$ cat src/rtl/b64d_pkg.sv
// ----------------------------------------------------------------------------
// b64d_pkg
// Types, status codes and the alphabet lookup shared by the base64 decoder.
// ----------------------------------------------------------------------------
package b64d_pkg;

    localparam logic [2:0] ST_OK       = 3'd0;
    localparam logic [2:0] ST_LENGTH   = 3'd1;
    localparam logic [2:0] ST_BADCHAR  = 3'd2;
    localparam logic [2:0] ST_PADS     = 3'd3;
    localparam logic [2:0] ST_AFTERPAD = 3'd4;

    localparam logic [7:0] PAD_CHAR = 8'h3D;

    typedef struct packed {
        logic [7:0] in_char;
        logic       last_char;
    } t_in_item;

    typedef struct packed {
        logic [7:0] data_byte;
        logic       has_byte;
        logic       last_of_run;
        logic       end_of_message;
        logic [2:0] status;
    } t_result;

    // one front decision: up to three result beats
    typedef struct packed {
        logic [2:0][7:0] bytes;
        logic [1:0]      nres;
        logic            has_byte;
        logic            eom;
        logic [2:0]      status;
    } t_job;

    // returns {valid, sextet}; sextet is zero outside the alphabet
    function automatic logic [6:0] map_char(input logic [7:0] c);
        logic [6:0] r;
        r = 7'd0;
        if (c >= 8'h41 && c <= 8'h5A) begin
            r = {1'b1, 6'(c - 8'h41)};
        end else if (c >= 8'h61 && c <= 8'h7A) begin
            r = {1'b1, 6'(c - 8'h61 + 8'd26)};
        end else if (c >= 8'h30 && c <= 8'h39) begin
            r = {1'b1, 6'(c - 8'h30 + 8'd52)};
        end else if (c == 8'h2B) begin
            r = {1'b1, 6'd62};
        end else if (c == 8'h2F) begin
            r = {1'b1, 6'd63};
        end
        return r;
    endfunction

endpackage

$ cat src/rtl/b64d_front.sv
// ----------------------------------------------------------------------------
// b64d_front
// Classifies characters, tracks quad position, pads and the first error,
// and hands a job to the queue whenever a character causes results.
// ----------------------------------------------------------------------------
module b64d_front (
    input  logic              i_clk,
    input  logic              i_rst_n,
    input  logic              i_valid,
    input  b64d_pkg::t_in_item i_item,
    output logic              o_job_valid,
    output b64d_pkg::t_job    o_job
);

    logic [17:0] r_buf, n_buf;
    logic [1:0]  r_pos, n_pos;
    logic [1:0]  r_pad, n_pad;
    logic [2:0]  r_err, n_err;

    logic       is_pad;
    logic [6:0] mapped;
    logic [5:0] sx;
    logic       quad_end;
    logic [1:0] nbytes;
    logic [5:0] c0, c1, c2;

    always_comb begin
        is_pad = (i_item.in_char == b64d_pkg::PAD_CHAR);
        mapped = b64d_pkg::map_char(i_item.in_char);
        n_pad  = (is_pad && r_pad != 2'd3) ? r_pad + 2'd1 : r_pad;
        n_err  = r_err;
        if (r_err == b64d_pkg::ST_OK) begin
            if (is_pad) begin
                if (n_pad == 2'd3) begin
                    n_err = b64d_pkg::ST_PADS;
                end
            end else if (r_pad != 2'd0) begin
                n_err = b64d_pkg::ST_AFTERPAD;
            end else if (!mapped[6]) begin
                n_err = b64d_pkg::ST_BADCHAR;
            end
        end
        sx       = (is_pad || r_pad != 2'd0) ? 6'd0 : mapped[5:0];
        quad_end = (r_pos == 2'd3);
        c0 = r_buf[17:12];
        c1 = r_buf[11:6];
        c2 = r_buf[5:0];
        nbytes = (quad_end && n_err == b64d_pkg::ST_OK && n_pad != 2'd3)
               ? 2'd3 - n_pad : 2'd0;

        o_job.bytes[0] = {c0, c1[5:4]};
        o_job.bytes[1] = {c1[3:0], c2[5:2]};
        o_job.bytes[2] = {c2[1:0], sx};
        o_job.has_byte = (nbytes != 2'd0);
        o_job.nres     = (nbytes == 2'd0) ? 2'd1 : nbytes;
        o_job.eom      = i_item.last_char;
        o_job.status   = !i_item.last_char ? b64d_pkg::ST_OK
                       : (quad_end ? n_err : b64d_pkg::ST_LENGTH);
        o_job_valid    = i_valid && (i_item.last_char || nbytes != 2'd0);

        if (i_item.last_char) begin
            n_buf = 18'd0;
            n_pos = 2'd0;
        end else if (quad_end) begin
            n_buf = 18'd0;
            n_pos = 2'd0;
        end else begin
            n_buf = {r_buf[11:0], sx};
            n_pos = r_pos + 2'd1;
        end
    end

    always_ff @(posedge i_clk) begin
        if (!i_rst_n) begin
            r_buf <= 18'd0;
            r_pos <= 2'd0;
            r_pad <= 2'd0;
            r_err <= b64d_pkg::ST_OK;
        end else if (i_valid) begin
            r_buf <= n_buf;
            r_pos <= n_pos;
            r_pad <= i_item.last_char ? 2'd0 : n_pad;
            r_err <= i_item.last_char ? b64d_pkg::ST_OK : n_err;
        end
    end

endmodule

$ cat src/rtl/b64d_queue.sv
// ----------------------------------------------------------------------------
// b64d_queue
// Short job queue between the front and the back.
// ----------------------------------------------------------------------------
module b64d_queue #(
    parameter int DEPTH = 4
) (
    input  logic           i_clk,
    input  logic           i_rst_n,
    input  logic           i_push,
    input  b64d_pkg::t_job i_job,
    output logic           o_full,
    output logic           o_valid,
    output b64d_pkg::t_job o_job,
    input  logic           i_pop
);

    localparam int PW = (DEPTH > 1) ? $clog2(DEPTH) : 1;
    localparam int CW = $clog2(DEPTH + 1);
    localparam logic [PW-1:0] LAST_PTR = PW'(DEPTH - 1);
    localparam logic [CW-1:0] FULL_CNT = CW'(DEPTH);

    b64d_pkg::t_job r_mem [DEPTH];
    logic [PW-1:0]  r_wptr, r_rptr;
    logic [CW-1:0]  r_cnt;
    logic           do_push, do_pop;

    assign o_full  = (r_cnt == FULL_CNT);
    assign o_valid = (r_cnt != '0);
    assign o_job   = r_mem[r_rptr];
    assign do_push = i_push && !o_full;
    assign do_pop  = i_pop && o_valid;

    always_ff @(posedge i_clk) begin
        if (do_push) begin
            r_mem[r_wptr] <= i_job;
        end
    end

    always_ff @(posedge i_clk) begin
        if (!i_rst_n) begin
            r_wptr <= '0;
            r_rptr <= '0;
            r_cnt  <= '0;
        end else begin
            if (do_push) begin
                r_wptr <= (r_wptr == LAST_PTR) ? '0 : r_wptr + PW'(1);
            end
            if (do_pop) begin
                r_rptr <= (r_rptr == LAST_PTR) ? '0 : r_rptr + PW'(1);
            end
            if (do_push && !do_pop) begin
                r_cnt <= r_cnt + CW'(1);
            end else if (do_pop && !do_push) begin
                r_cnt <= r_cnt - CW'(1);
            end
        end
    end

endmodule

$ cat src/rtl/b64d_back.sv
// ----------------------------------------------------------------------------
// b64d_back
// Holds one job and plays it out as result beats, one per cycle while i_pop is high.
// ----------------------------------------------------------------------------
module b64d_back (
    input  logic            i_clk,
    input  logic            i_rst_n,
    input  logic            i_valid,
    input  b64d_pkg::t_job  i_job,
    output logic            o_take,
    output logic            o_empty,
    output b64d_pkg::t_result o_result,
    input  logic            i_pop
);

    b64d_pkg::t_job r_job;
    logic           r_busy;
    logic [1:0]     r_idx;
    logic           fin;

    always_comb begin
        fin    = (r_idx == r_job.nres - 2'd1);
        o_take = i_valid && (!r_busy || (i_pop && fin));
        o_empty = !r_busy;
        o_result.data_byte      = r_job.has_byte ? r_job.bytes[r_idx] : 8'd0;
        o_result.has_byte       = r_job.has_byte;
        o_result.last_of_run    = fin;
        o_result.end_of_message = fin && r_job.eom;
        o_result.status         = fin ? r_job.status : b64d_pkg::ST_OK;
    end

    always_ff @(posedge i_clk) begin
        if (o_take) begin
            r_job <= i_job;
        end
    end

    always_ff @(posedge i_clk) begin
        if (!i_rst_n) begin
            r_busy <= 1'b0;
            r_idx  <= 2'd0;
        end else if (o_take) begin
            r_busy <= 1'b1;
            r_idx  <= 2'd0;
        end else if (i_pop && r_busy) begin
            if (fin) begin
                r_busy <= 1'b0;
                r_idx  <= 2'd0;
            end else begin
                r_idx <= r_idx + 2'd1;
            end
        end
    end

endmodule

$ cat src/rtl/base64_decoder_core.sv
// ----------------------------------------------------------------------------
// base64_decoder_core
// Streaming base64 decoder, one character per beat in, one result per beat
// out.
// ----------------------------------------------------------------------------
// A character is taken every cycle while full is low; the front decides its
// results in the same cycle. Each fourth character of a quad yields up to
// three byte beats and the last character of a message yields the closing
// status beat, so output runs at one beat per cycle while pop is high and a
// job queue of QUEUE_DEPTH entries absorbs the three-beat bursts. Sustained
// input rate is one character per cycle on valid base64 text; full rises only
// when the consumer stalls. Each job passes the queue and the back's job register.
module base64_decoder_core #(
    parameter int QUEUE_DEPTH = 4
) (
    input  logic                i_clk,
    input  logic                i_rst_n,
    input  logic                push,
    output logic                full,
    input  b64d_pkg::t_in_item  i_in_item,
    output logic                empty,
    input  logic                pop,
    output b64d_pkg::t_result   o_result
);

    logic           accept;
    logic           job_valid;
    b64d_pkg::t_job job_in;
    logic           q_valid;
    b64d_pkg::t_job q_job;
    logic           take;
    logic           q_full;

    assign full   = q_full;
    assign accept = push && !q_full;

    b64d_front u_front (
        .i_clk       (i_clk),
        .i_rst_n     (i_rst_n),
        .i_valid     (accept),
        .i_item      (i_in_item),
        .o_job_valid (job_valid),
        .o_job       (job_in)
    );

    b64d_queue #(
        .DEPTH (QUEUE_DEPTH)
    ) u_queue (
        .i_clk   (i_clk),
        .i_rst_n (i_rst_n),
        .i_push  (job_valid),
        .i_job   (job_in),
        .o_full  (q_full),
        .o_valid (q_valid),
        .o_job   (q_job),
        .i_pop   (take)
    );

    b64d_back u_back (
        .i_clk    (i_clk),
        .i_rst_n  (i_rst_n),
        .i_valid  (q_valid),
        .i_job    (q_job),
        .o_take   (take),
        .o_empty  (empty),
        .o_result (o_result),
        .i_pop    (pop)
    );

endmodule
$ cat config.mk
export PLATFORM = sky130hd
export DESIGN_NAME = base64_decoder_core
export DESIGN_NICKNAME = d
export VERILOG_FILES = /design/src/rtl/b64d_pkg.sv /design/src/rtl/b64d_front.sv /design/src/rtl/b64d_queue.sv /design/src/rtl/b64d_back.sv /design/src/rtl/base64_decoder_core.sv
export SDC_FILE = /design/constraint.sdc
export NUM_CORES = 1
export LEC_CHECK = 0
export ABC_AREA = 1
export BUFFER_PORTS_ARGS = -buffer_cell sky130_fd_sc_hd__clkbuf_2
export CAP_MARGIN = 20
export CORE_UTILIZATION = 55
export CTS_BUF_LIST = sky130_fd_sc_hd__clkbuf_4
export CTS_CLUSTER_SIZE = 8
export DETAILED_ROUTE_END_ITERATION = 8
export PLACE_DENSITY = 0.72
export SLEW_MARGIN = 20
export SYNTH_ARGS = -nofsm -noshare
export SYNTH_HDL_FRONTEND = slang
export SYNTH_SLANG_ARGS = --single-unit
$ cat constraint.sdc
create_clock -name i_clk -period 8 [get_ports i_clk]
set_input_delay 1.2 -clock i_clk [delete_from_list [all_inputs] [get_ports i_clk]]
set_output_delay 1.2 -clock i_clk [all_outputs]
set_load 0.01 [all_outputs]
==> results of run 1 <==
## cell type report
| cell class | instances | area share [%] |
|---|---|---|
| well taps | 184 | 2.63 |
| multi-input cells | 460 | 27.7 |
| repair buffers | 38 | 2.59 |
| flip-flops and latches | 190 | 61.3 |
| clock inverters | 15 | 1.72 |
| inverters | 59 | 2.62 |
| clock buffers | 17 | 1.46 |
## kinds of logic after synthesis
group                      Yosys count  share of synthesized area [%]
buffers and inverters               93                           4.96
AOI/OAI and AO/OA                  172                           11.5
DFF                                190                           65.6
and+or+nand+nor                    257                           13.7
xor gates and xnor gates            12                           1.29
adders and majority gates           19                           3.00
## flip-flops by register name (all words and copies together) (netlist names)
name             count
u_queue.r_cnt        3
u_back.o_result      1
u_queue.r_wptr       2
u_front.r_buf       18
u_front.r_pos        2
u_back.r_idx         2
u_front.r_pad        2
u_queue.r_mem      124
u_front.r_err        3
u_queue.r_rptr       2
u_back.r_busy        1
u_back.r_job        30
## power by group through the flow
stage | clock network [mW] | registers [mW] | logic, mW
after global routing | 0.544 | 1.33 | 0.738
after CTS | 0.507 | 1.31 | 0.660
after detailed placement | 0 | 1.33 | 0.659
after floorplan | 0 | 1.31 | 0.457
after global placement | 0 | 1.33 | 0.631
final | 0.499 | 1.31 | 0.660
## layout by cell type (no fill, tap or decap), types with 6 or more instances in the layout
| master | netlist | final |
|---|---|---|
| sky130_fd_sc_hd__edfxtp_1 | 155 | 155 |
| sky130_fd_sc_hd__a21oi_1 | 42 | 42 |
| sky130_fd_sc_hd__nand3_1 | 16 | 16 |
| sky130_fd_sc_hd__ha_1 | 18 | 18 |
| sky130_fd_sc_hd__clkbuf_4 | 0 | 17 |
| sky130_fd_sc_hd__nor3_1 | 6 | 6 |
| sky130_fd_sc_hd__o22ai_1 | 31 | 31 |
| sky130_fd_sc_hd__clkbuf_2 | 0 | 28 |
| sky130_fd_sc_hd__o21ai_0 | 85 | 85 |
| sky130_fd_sc_hd__nand2_2 | 7 | 7 |
| sky130_fd_sc_hd__buf_4 | 2 | 8 |
| sky130_fd_sc_hd__inv_1 | 53 | 53 |
| sky130_fd_sc_hd__nor2_1 | 115 | 111 |
| sky130_fd_sc_hd__xor2_1 | 9 | 9 |
| sky130_fd_sc_hd__dfxtp_1 | 35 | 34 |
| sky130_fd_sc_hd__nand2_1 | 93 | 93 |
| sky130_fd_sc_hd__nor2_2 | 3 | 7 |
## metrics by stage
stage | power (mW) | setup WS (ns) | hold slack [ns]
finish | 2.47 | 4.48 | 0.495
floorplan | 1.77 | 3.67 | 0.449
detailed placement | 1.99 | 4.07 | 0.467
global route | 2.61 | 4.28 | 0.502
CTS | 2.48 | 4.44 | 0.486
global placement | 1.96 | 4.13 | 0.456
## worst reg2reg max path, cell delays in order (launching register included)
cell and delay (ns):
sky130_fd_sc_hd__dfxtp_1 0.59, sky130_fd_sc_hd__inv_1 0.30, sky130_fd_sc_hd__nor2_1 0.19, sky130_fd_sc_hd__o21ai_2 0.16, sky130_fd_sc_hd__o21ai_2 0.18, sky130_fd_sc_hd__inv_1 0.05, sky130_fd_sc_hd__or2_1 0.29, sky130_fd_sc_hd__ha_1 0.23
sky130_fd_sc_hd__inv_1 0.09, sky130_fd_sc_hd__fa_1 0.41, sky130_fd_sc_hd__o21ai_0 0.15, sky130_fd_sc_hd__a21oi_1 0.05
## per-layer routing
layer / wire [um] / up-vias / GRT usage (%)
met5: 0 / - / 0
met4: 351 / 0 / 10.7
met3: 1220 / 33 / 5.68
met2: 8570 / 213 / 39.7
met1: 7120 / 2663 / 30.2
li1: - / 2627 / -
## final timing paths
path	start	end	slack (ns)	cells past startpoint
worst max-delay path	u_back.r_idx[1]	o_result[9]	4.48	5
worst min-delay path	u_front.r_pos[1]	u_front.r_pos[1]	0.50	2
worst max register to register	u_back.r_idx[0]	u_queue.r_cnt[1]	5.23	11
worst min register to register	u_front.r_pos[1]	u_front.r_pos[1]	0.50	2
==> parameters.txt, run 1 <==
Parameter                              Value

Final layout
  Synthesis-to-layout area growth ... 6.97%
  Final Instance Count excl. Fillers ... 963
  Fillers ... 1188
  Register Area ... 5360 um^2
  Layout Utilization ... 60.1%
  Final Cell Area ... 8740 um^2
  Net total in the final layout ... 798
  Layout cell share with drive strength beyond 1 ... 13.7%
  Number of diodes added for antenna fixing ... 0
  Multi-input combinational cell area ... 2420 um^2

GRT
  Wire length of the first global-routing pass ... 26800 um
  Number of global-route vias before repair ... 5248
  Initial antenna violation count ... 0
  Overall track demand over capacity in global routing ... 24.1%
  Maximum number of pins on one net before global-route repair ... 65
  Overflow left after global routing ... 0

Timing
  Final worst clock skew ... 0.0295 ns
  Maximum clock frequency ... 0.284 GHz
  Setup TNS Final ... 0 ns
  Clock period minus final worst setup slack ... 3.52 ns
  Rel. slew slack ... 26.0%
  Crit share post-route ... 44.1%
  Pin slew with the least headroom to its limit ... 1.11 ns
  Unrepaired setup endpoints after global routing ... false
  Setup Viol. Count Final ... 0
  Final slew viol count ... 0
  Hold Violations, Final ... 0

Clock tree
  Clock latency on the worst-skew pair ... 0.59 ns
  PostCTS Resize Cnt ... 0
  TritonCTS clock tree ... done
  Number of buffers created by CTS ... 17
  Clk pin slew, worst setup/hold paths ... 0.15 ns
  Total number of clock tree sinks ... 190
  Clk buf depth ... 2
  Hold bufs inserted after CTS ... 0
  Deepest level of the CTS H-tree ... 4
  Master cell of the clock root buffer ... sky130_fd_sc_hd__clkbuf_4
  Number of buffers inserted by post-CTS setup repair ... 0

Logic synthesis
  Cell taking the most area after synthesis ... sky130_fd_sc_hd__edfxtp_1
  Area of the mapped netlist ... 8170 um^2
  Main flop type after synthesis ... sky130_fd_sc_hd__edfxtp_1
  Synth cell count leaders ... sky130_fd_sc_hd__edfxtp_1 (155), sky130_fd_sc_hd__nor2_1 (115), sky130_fd_sc_hd__nand2_1 (93), sky130_fd_sc_hd__o21ai_0 (85), sky130_fd_sc_hd__inv_1 (53)
  Unique cell type count in the Yosys netlist ... 39
  Mean area per synthesized cell ... 11.0 um^2
  Number of synthesized register bits ... 190
  Synthesized netlist net count ... 775
  Post-synthesis async set-or-reset flop share ... 0%
  Most frequent cell after synthesis ... sky130_fd_sc_hd__edfxtp_1
  Top cells by area in the synthesized netlist ... sky130_fd_sc_hd__edfxtp_1 (57%), sky130_fd_sc_hd__dfxtp_1 (8.6%), sky130_fd_sc_hd__nor2_1 (5.3%), sky130_fd_sc_hd__o21ai_0 (5.2%), sky130_fd_sc_hd__nand2_1 (4.3%)
  Synthesized netlist cell count ... 743
  Part of the Yosys area used for sequential elements ... 65.6%
  Warnings from Yosys ... 0
  EDFF count, synth ... 155
  Synth top area share ... 57.0%

Hold path
  Type of the most critical hold path ... reg2reg

Floorplanning
  Row cnt ... 44
  Chip Height ... 124 um
  Horizontal extent of the die ... 124 um
  Number of I/O pins ... 29
  Area of the die ... 15300 um^2
  Effective utilization at floorplan ... 56.2%
  Core area ... 14500 um^2

Routing
  Vias per inst ... 5.75
  Number of design rule violations left after detail routing ... 0
  Via count ... 5536
  Number of iterations in the first detailed-routing pass ... 5
  Iteration-0 DRC Markers ... 583
  Detail Route Antenna Nets ... 0
  Aggregate routed wire length ... 17300 um
  Detail-routed net length per standard cell ... 17.9 um

Critical path
  Master of the slowest instance on the critical path ... sky130_fd_sc_hd__dfxtp_1
  Crit-path max FO ... 10
  Crit-path max cell delay ... 0.58 ns
  Worst EP arrival ... 2.32 ns
  Crit path max-delay family ... simple AND/OR/NAND/NOR gates
  Required time at the worst-slack endpoint ... 6.80 ns
  Number of buffers and inverters on the critical path ... 2
  Sort of element at the end of the critical path ... output port
  Path type of the worst setup path ... reg2out
  Cell-by-cell trace of the critical path ... inv_1 > nor2_1 > nand2_1 > a21oi_1 > clkbuf_2
  Worst Setup Start Kind ... flip-flop

Power and ir drop
  Power per standard cell area ... 283 nW/um^2
  Sequential group share of total power ... 53.1%
  Fraction of power spent switching nets ... 34.7%
  P_sw ... 856 uW
  Cell internal pwr ... 1.61 mW
  Worst IR Drop VDD ... 0.166 mV
  Part of the total power dissipated in combinational logic ... 26.7%
  Power share of the clock group ... 20.2%
  Leak ... 3.20 nW

Run
  Max-capacitance violation count ... 0

Placement
  Final HPWL from detailed placement ... 10500 um
  GP Congestion ... 0.841
  Placed Area ... 8460 um^2
  Dpl cells ... 931
  Quantity of I/O buffers inserted on ports ... 28

Outcome
  Result of the run ... finished clean
Note: power is estimated with default switching activity, not from simulation.
==> run 2: changes to the inputs <==
- clock period: 8 -> 3.5 ns (I/O delays scaled with it)
==> parameters.txt, run 2 (synthesized netlist as in run 1, its figures left out) <==
Parameter                              Value

Outcome
  Result of the run ... finished clean

Timing
  Final slew viol count ... 0
  Final worst clock skew ... 0.0244 ns
  Clock period minus final worst setup slack ... 2.86 ns
  Final worst slack ... 0.642 ns
  Crit share post-route ... 81.7%
  Hold Violations, Final ... 0
  Pin slew with the least headroom to its limit ... 1.08 ns
  Rel. slew slack ... 27.4%
  Setup Viol. Count Final ... 0
  WHS ... 0.282 ns
  Unrepaired setup endpoints after global routing ... false
  Maximum clock frequency ... 0.350 GHz

Clock tree
  Master cell of the clock root buffer ... sky130_fd_sc_hd__clkbuf_4
  TritonCTS clock tree ... done
  Number of buffers inserted by post-CTS setup repair ... 0
  PostCTS Resize Cnt ... 0
  Hold bufs inserted after CTS ... 0
  Clock latency on the worst-skew pair ... 0.58 ns
  Clk buf depth ... 2
  Clk pin slew, worst setup/hold paths ... 0.15 ns
  Deepest level of the CTS H-tree ... 4
  Number of buffers created by CTS ... 17
  Total number of clock tree sinks ... 190

Final layout
  Final Cell Area ... 8810 um^2
  Final Instance Count excl. Fillers ... 962
  Net total in the final layout ... 797
  Top library cells by usage in the layout, fill and taps aside ... sky130_fd_sc_hd__edfxtp_1 (155), sky130_fd_sc_hd__nor2_1 (111), sky130_fd_sc_hd__nand2_1 (93)
  Flip-flop count of the largest register after layout ... 124
  Most common cell after layout, fill and taps aside ... sky130_fd_sc_hd__edfxtp_1
  Register Area ... 5360 um^2
  Multi-input combinational cell area ... 2420 um^2
  Fillers ... 1184
  Layout cell share with drive strength beyond 1 ... 13.6%
  Synthesis-to-layout area growth ... 7.81%
  Most flop-heavy register ... u_queue.r_mem
  Number of diodes added for antenna fixing ... 0
  Largest registers in the final layout ... u_queue.r_mem: 124 flops, u_back.r_job: 30 flops, u_front.r_buf: 18 flops

Critical path
  Cell-by-cell trace of the critical path ... inv_1 > nor2_1 > nand2_1 > a21oi_1 > clkbuf_2
  Path type of the worst setup path ... reg2out
  Worst Setup Start Kind ... flip-flop
  Crit-path max FO ... 10
  Master of the slowest instance on the critical path ... sky130_fd_sc_hd__dfxtp_1
  Required time at the worst-slack endpoint ... 2.97 ns
  Crit-path max cell delay ... 0.60 ns
  Sort of element at the end of the critical path ... output port
  Worst EP arrival ... 2.33 ns

Floorplanning
  Horizontal extent of the die ... 124 um
  Number of I/O pins ... 29
  Core area ... 14500 um^2
  Area of the die ... 15300 um^2
  Row cnt ... 44
  Effective utilization at floorplan ... 56.2%
  Chip Height ... 124 um

GRT
  Initial antenna violation count ... 0
  Overflow left after global routing ... 0
  Overall track demand over capacity in global routing ... 23.5%
  Number of global-route vias before repair ... 5091
  Wire length of the first global-routing pass ... 26300 um
  Maximum number of pins on one net before global-route repair ... 65

Power and ir drop
  Worst IR Drop VDD ... 0.321 mV
  Leak ... 3.23 nW
  P_sw ... 2.02 mW
  Fraction of power spent switching nets ... 35.5%
  Sequential group share of total power ... 52.6%
  Final Power ... 5.70 mW
  Power share of the clock group ... 20.4%
  Power per standard cell area ... 647 nW/um^2
  Cell internal pwr ... 3.68 mW
  Part of the total power dissipated in combinational logic ... 27.0%

Placement
  Dpl cells ... 930
  Final HPWL from detailed placement ... 10300 um
  Worst setup slack after placement ... 0.185 ns
  GP Congestion ... 0.844
  Quantity of I/O buffers inserted on ports ... 28
  Placed Area ... 8520 um^2

Routing
  Vias per inst ... 5.66
  Detail-routed net length per standard cell ... 17.7 um
  Via count ... 5441
  Aggregate routed wire length ... 17000 um
  Iteration-0 DRC Markers ... 567
  Number of iterations in the first detailed-routing pass ... 5
  Detail Route Antenna Nets ... 0
  Number of design rule violations left after detail routing ... 0

Hold path
  Type of the most critical hold path ... in2reg

Run
  Max-capacitance violation count ... 0
run 2: cell types whose count changed in the layout (fill, tap and decap cells not counted), moves of 3 or more:
| cell | change |
|---|---|
| sky130_fd_sc_hd__buf_12 | +6 |
| sky130_fd_sc_hd__buf_4 | -5 |
| sky130_fd_sc_hd__clkinv_4 | -4 |
| sky130_fd_sc_hd__clkinv_8 | +3 |
| sky130_fd_sc_hd__clkinvlp_4 | -3 |
| sky130_fd_sc_hd__inv_8 | +3 |
run 2: final cells by class:
| class | instances | share of cell area [%] |
|---|---|---|
| Multi-Input combinational cell | 460 | 27.5 |
| Sequential cell | 190 | 60.8 |
| Clock buffer | 17 | 1.45 |
| Timing Repair Buffer | 37 | 3.21 |
| Clock inverter | 15 | 1.85 |
| Tap cell | 184 | 2.61 |
| Inverter | 59 | 2.60 |
run 2: power by group through the flow:
stage               Combinational [mW]  Sequential [mW]  Clock, mW
floorplan                         1.05             3.00          0
global placement                  1.50             3.03          0
detailed placement                1.54             3.04          0
CTS                               1.54             3.00       1.18
global route                      1.71             3.03       1.29
finish                            1.54             3.00       1.17
run 2: metal layers:
metal / part of all wire, % / routed length (um) / track usage [%] / vias to the layer above
li1: - / - / - / 2635
met5: 0 / 0 / 0 / -
met4: 1.5 / 263 / 9.11 / 0
met3: 4.8 / 820 / 4.58 / 28
met1: 43 / 7250 / 29.4 / 2614
met2: 51 / 8660 / 40.2 / 164
run 2: stage by stage:
step	util (%)	TNS (ns)
detailed placement	58.6	0
floorplan	-	-18.85
CTS	60.6	0
finish	60.6	0
global route	60.6	0
global placement	58.6	0
run 2: final timing paths:
| kind | cells after the start | end | slack, ns | start |
|---|---|---|---|---|
| worst min register to register | 2 | u_front.r_pos[1] | 0.51 | u_front.r_pos[1] |
| worst max register to register | 19 | u_queue.r_cnt[2] | 0.82 | u_front.r_pad[0] |
| worst max-delay path | 5 | o_result[9] | 0.64 | u_back.r_idx[1] |
| worst min-delay path | 3 | u_queue.r_wptr[1] | 0.28 | i_rst_n |
run 2: worst max-delay path: cells and delay by family (launching register included):
family          cells  cell delay (ns)
compound gates      1             0.25
buf+inv             2             0.31
flops               1             0.60
simple gates        2             0.62
==> run 3: changes to the inputs <==
- ABC_AREA: 1 -> 0
- PLACE_DENSITY: 0.72 -> 0.75
- clock period: 3.5 -> 2.6 ns (I/O delays scaled with it)
==> parameters.txt, run 3 <==
Parameter                              Value

Floorplanning
  Area of the die ... 14900 um^2
  Core area ... 13900 um^2
  Chip Height ... 122 um
  Effective utilization at floorplan ... 56.7%
  Row cnt ... 43
  Horizontal extent of the die ... 122 um
  Number of I/O pins ... 29

Logic synthesis
  Dominant combinational cell family by area after synthesis ... multiplexers
  Cell taking the most area after synthesis ... sky130_fd_sc_hd__edfxtp_1
  Top cells by area in the synthesized netlist ... sky130_fd_sc_hd__edfxtp_1 (59%), sky130_fd_sc_hd__dfxtp_1 (8.9%), sky130_fd_sc_hd__mux4_2 (8.8%), sky130_fd_sc_hd__ha_1 (2.8%), sky130_fd_sc_hd__mux2i_1 (2.0%)
  Post-synthesis share of cell area spent on xor and xnor gates ... 0.886%
  Unique cell type count in the Yosys netlist ... 56
  Most frequent cell after synthesis ... sky130_fd_sc_hd__edfxtp_1
  Synthesized netlist cell count ... 511
  Adder-cell share of the synthesized area ... 3.10%
  Warnings from Yosys ... 0
  Synth cell count leaders ... sky130_fd_sc_hd__edfxtp_1 (155), sky130_fd_sc_hd__nor2_1 (38), sky130_fd_sc_hd__dfxtp_1 (35), sky130_fd_sc_hd__mux4_2 (31), sky130_fd_sc_hd__nand2_1 (26)
  Synthesized netlist net count ... 543
  Synth top area share ... 58.9%
  Mean area per synthesized cell ... 15.5 um^2
  Post-synthesis async set-or-reset flop share ... 0%
  Part of the Yosys area used for sequential elements ... 67.8%
  Number of synthesized register bits ... 190
  Area of the mapped netlist ... 7900 um^2
  Simple-gate share of the synthesized area ... 8.39%
  Main flop type after synthesis ... sky130_fd_sc_hd__edfxtp_1
  EDFF count, synth ... 155
  Mux contribution to synthesized area ... 11.0%
  Compound-cell area share of the yosys netlist ... 6.33%

Routing
  Number of iterations in the first detailed-routing pass ... 5
  Aggregate routed wire length ... 15100 um
  Iteration-0 DRC Markers ... 316
  Via count ... 4547
  Detail Route Antenna Nets ... 0
  Vias per inst ... 5.78
  Number of design rule violations left after detail routing ... 0
  Detail-routed net length per standard cell ... 19.2 um

Critical path
  Required time at the worst-slack endpoint ... 3.11 ns
  Cell-by-cell trace of the critical path ... inv_2 > ha_4 > nand2b_4 > o21ai_4 > mux2i_2 > nand4_1 > o21ai_4 > ha_2 > inv_2 > fa_2 > xor2_2 > or3_1 > a21oi_1
  Crit-path max FO ... 3
  Crit-path max cell delay ... 0.38 ns
  Worst setup path endpoint ... u_queue.r_cnt[2]
  Worst Setup Start Kind ... flip-flop
  Path type of the worst setup path ... reg2reg
  Number of buffers and inverters on the critical path ... 2
  Crit path max-delay family ... adder cells
  Reg2Reg Launch Point ... u_front.r_pad[0]
  Cells on worst reg2reg path ... 13
  Master of the slowest instance on the critical path ... sky130_fd_sc_hd__dfxtp_2
  Reg-to-reg setup timing slack ... -0.06 ns
  Launch point of the critical path ... u_front.r_pad[0]
  Levels on crit path ... 13
  Critical register-to-register path endpoint ... u_queue.r_cnt[2]
  Worst EP arrival ... 3.17 ns
  Sort of element at the end of the critical path ... flip-flop

Clock tree
  Clock latency on the worst-skew pair ... 0.57 ns
  Number of buffers created by CTS ... 17
  Clk pin slew, worst setup/hold paths ... 0.14 ns
  Hold bufs inserted after CTS ... 0
  Deepest level of the CTS H-tree ... 4
  TritonCTS clock tree ... done
  Master cell of the clock root buffer ... sky130_fd_sc_hd__clkbuf_4
  Total number of clock tree sinks ... 190
  Clk buf depth ... 2

Timing
  Hold Violations, Final ... 0
  Final slew viol count ... 0
  Crit share post-route ... 102%
  Final worst clock skew ... 0.0176 ns
  Final worst slack ... -0.0596 ns
  Maximum clock frequency ... 0.376 GHz
  Clock period minus final worst setup slack ... 2.66 ns
  Unrepaired setup endpoints after global routing ... true
  Pin slew with the least headroom to its limit ... 0.562 ns
  Setup TNS Final ... -0.0596 ns
  Setup Viol. Count Final ... 1
  Rel. slew slack ... 62.1%

Placement
  GP Congestion ... 0.881
  Final HPWL from detailed placement ... 9920 um
  Worst setup slack after placement ... -0.289 ns
  Quantity of I/O buffers inserted on ports ... 28

GRT
  Number of global-route vias before repair ... 4607
  Overall track demand over capacity in global routing ... 22.0%
  Initial antenna violation count ... 1
  Overflow left after global routing ... 0
  Wire length of the first global-routing pass ... 23700 um
  Maximum number of pins on one net before global-route repair ... 32

Hold path
  Number of instances on the worst hold path ... 3
  Startpoint of the lowest-slack hold path ... i_rst_n
  Type of the most critical hold path ... in2reg

Final layout
  Layout cell share with drive strength beyond 1 ... 30.2%
  Synthesis-to-layout area growth ... 14.6%
  Fillers ... 988
  Largest registers in the final layout ... u_queue.r_mem: 124 flops, u_back.r_job: 30 flops, u_front.r_buf: 18 flops
  Most flop-heavy register ... u_queue.r_mem
  Top library cells by usage in the layout, fill and taps aside ... sky130_fd_sc_hd__edfxtp_1 (155), sky130_fd_sc_hd__buf_4 (53), sky130_fd_sc_hd__nor2_1 (38)
  Flip-flop count of the largest register after layout ... 124
  Layout Utilization ... 65.0%
  Net total in the final layout ... 624
  Most common cell after layout, fill and taps aside ... sky130_fd_sc_hd__edfxtp_1

Outcome
  Result of the run ... finished, violations left
  Failing checks ... setup timing

Power and ir drop
  Power per standard cell area ... 839 nW/um^2
  Leak ... 3.18 nW
  Worst IR Drop VDD ... 0.323 mV

Run
  Max-capacitance violation count ... 0
[run 3: cell count changes in the layout (fill, tap and decap cells not counted), moves of 31 or more]
cell / change
sky130_fd_sc_hd__inv_1: -41
sky130_fd_sc_hd__buf_4: +50
sky130_fd_sc_hd__mux4_2: +31
sky130_fd_sc_hd__nor2_1: -73
sky130_fd_sc_hd__o22ai_1: -31
sky130_fd_sc_hd__nand2_1: -67
sky130_fd_sc_hd__o21ai_0: -66
[run 3: repair_timing]
item,CTS,global route
gates resized for setup,7,5
pin swaps,6,6
buffers inserted,1,4
endpoints found under the setup margin,1,1
[run 3: report_power, final]
group          total [mW]  internal, mW  leakage, nW  switching (mW)
Clock                1.62         0.662        0.155           0.956
Sequential           3.98          3.80         1.77           0.179
Combinational        2.00         0.950         1.25            1.05
Total                7.60          5.42         3.18            2.19
[run 3: area by class of cell]
| type | count | area [um^2] | share of cell area (%) |
|---|---|---|---|
| antenna | 1 | 2.50 | 0.0276 |
| tap | 180 | 225 | 2.49 |
| multi-input combinational | 279 | 2440 | 27.0 |
| timing repair buffer | 87 | 658 | 7.27 |
| clock inverter | 15 | 171 | 1.89 |
| sequential | 190 | 5360 | 59.2 |
| inverter | 17 | 68.8 | 0.760 |
| clock buffer | 17 | 128 | 1.41 |
[run 3: worst min-delay path by stage]
stage,slack [ns],endpoint
after global placement,0.47,u_front.r_pos[1]
after global routing,0.13,u_queue.r_wptr[0]
final,0.14,u_queue.r_wptr[0]
after floorplan,0.46,u_front.r_err[1]
after detailed placement,0.49,u_front.r_err[1]
after CTS,0.1,u_back.r_busy
[run 3: logic make-up after synthesis]
logic type               after synthesis
AND/OR/NAND/NOR                      127
buffers and inverters                 42
flip-flops                           190
AO/OA/AOI/OAI                         77
adder cells (fa/ha/maj)               19
XOR/XNOR                               8
multiplexers                          48
[run 3: worst register-to-register path: cells and delay by family (launching register included)]
family          cells  cell delay [ns]
fa+ha+maj           3             0.82
simple gates        3             0.57
flops               1             0.38
compound gates      3             0.38
mux                 1             0.18
xor+xnor            1             0.17
buf+inv             2             0.10
[run 3: per-layer routing]
metal  share of wire (%)  track usage [%]  vias to the layer above
met5                   0                0                        -
met4                 2.6             10.3                        0
met3                 4.8             4.21                       33
met2                  52             37.1                      139
met1                  41             27.4                     2263
li1                    -                -                     2112
[run 3: metrics by stage]
| step | instances | hold WS [ns] | power (mW) | instance area, um^2 |
|---|---|---|---|---|
| 6_report | 786 | 0.143 | 7.60 | 9060 |
| 5_1_grt | 786 | 0.129 | 7.95 | 9060 |
| 2_1_floorplan | 511 | 0.456 | 5.33 | 7970 |
| 3_3_place_gp | 748 | 0.475 | 5.96 | 8670 |
| 4_1_cts | 781 | 0.0950 | 7.67 | 9000 |
| 3_5_place_dp | 748 | 0.488 | 6.05 | 8670 |
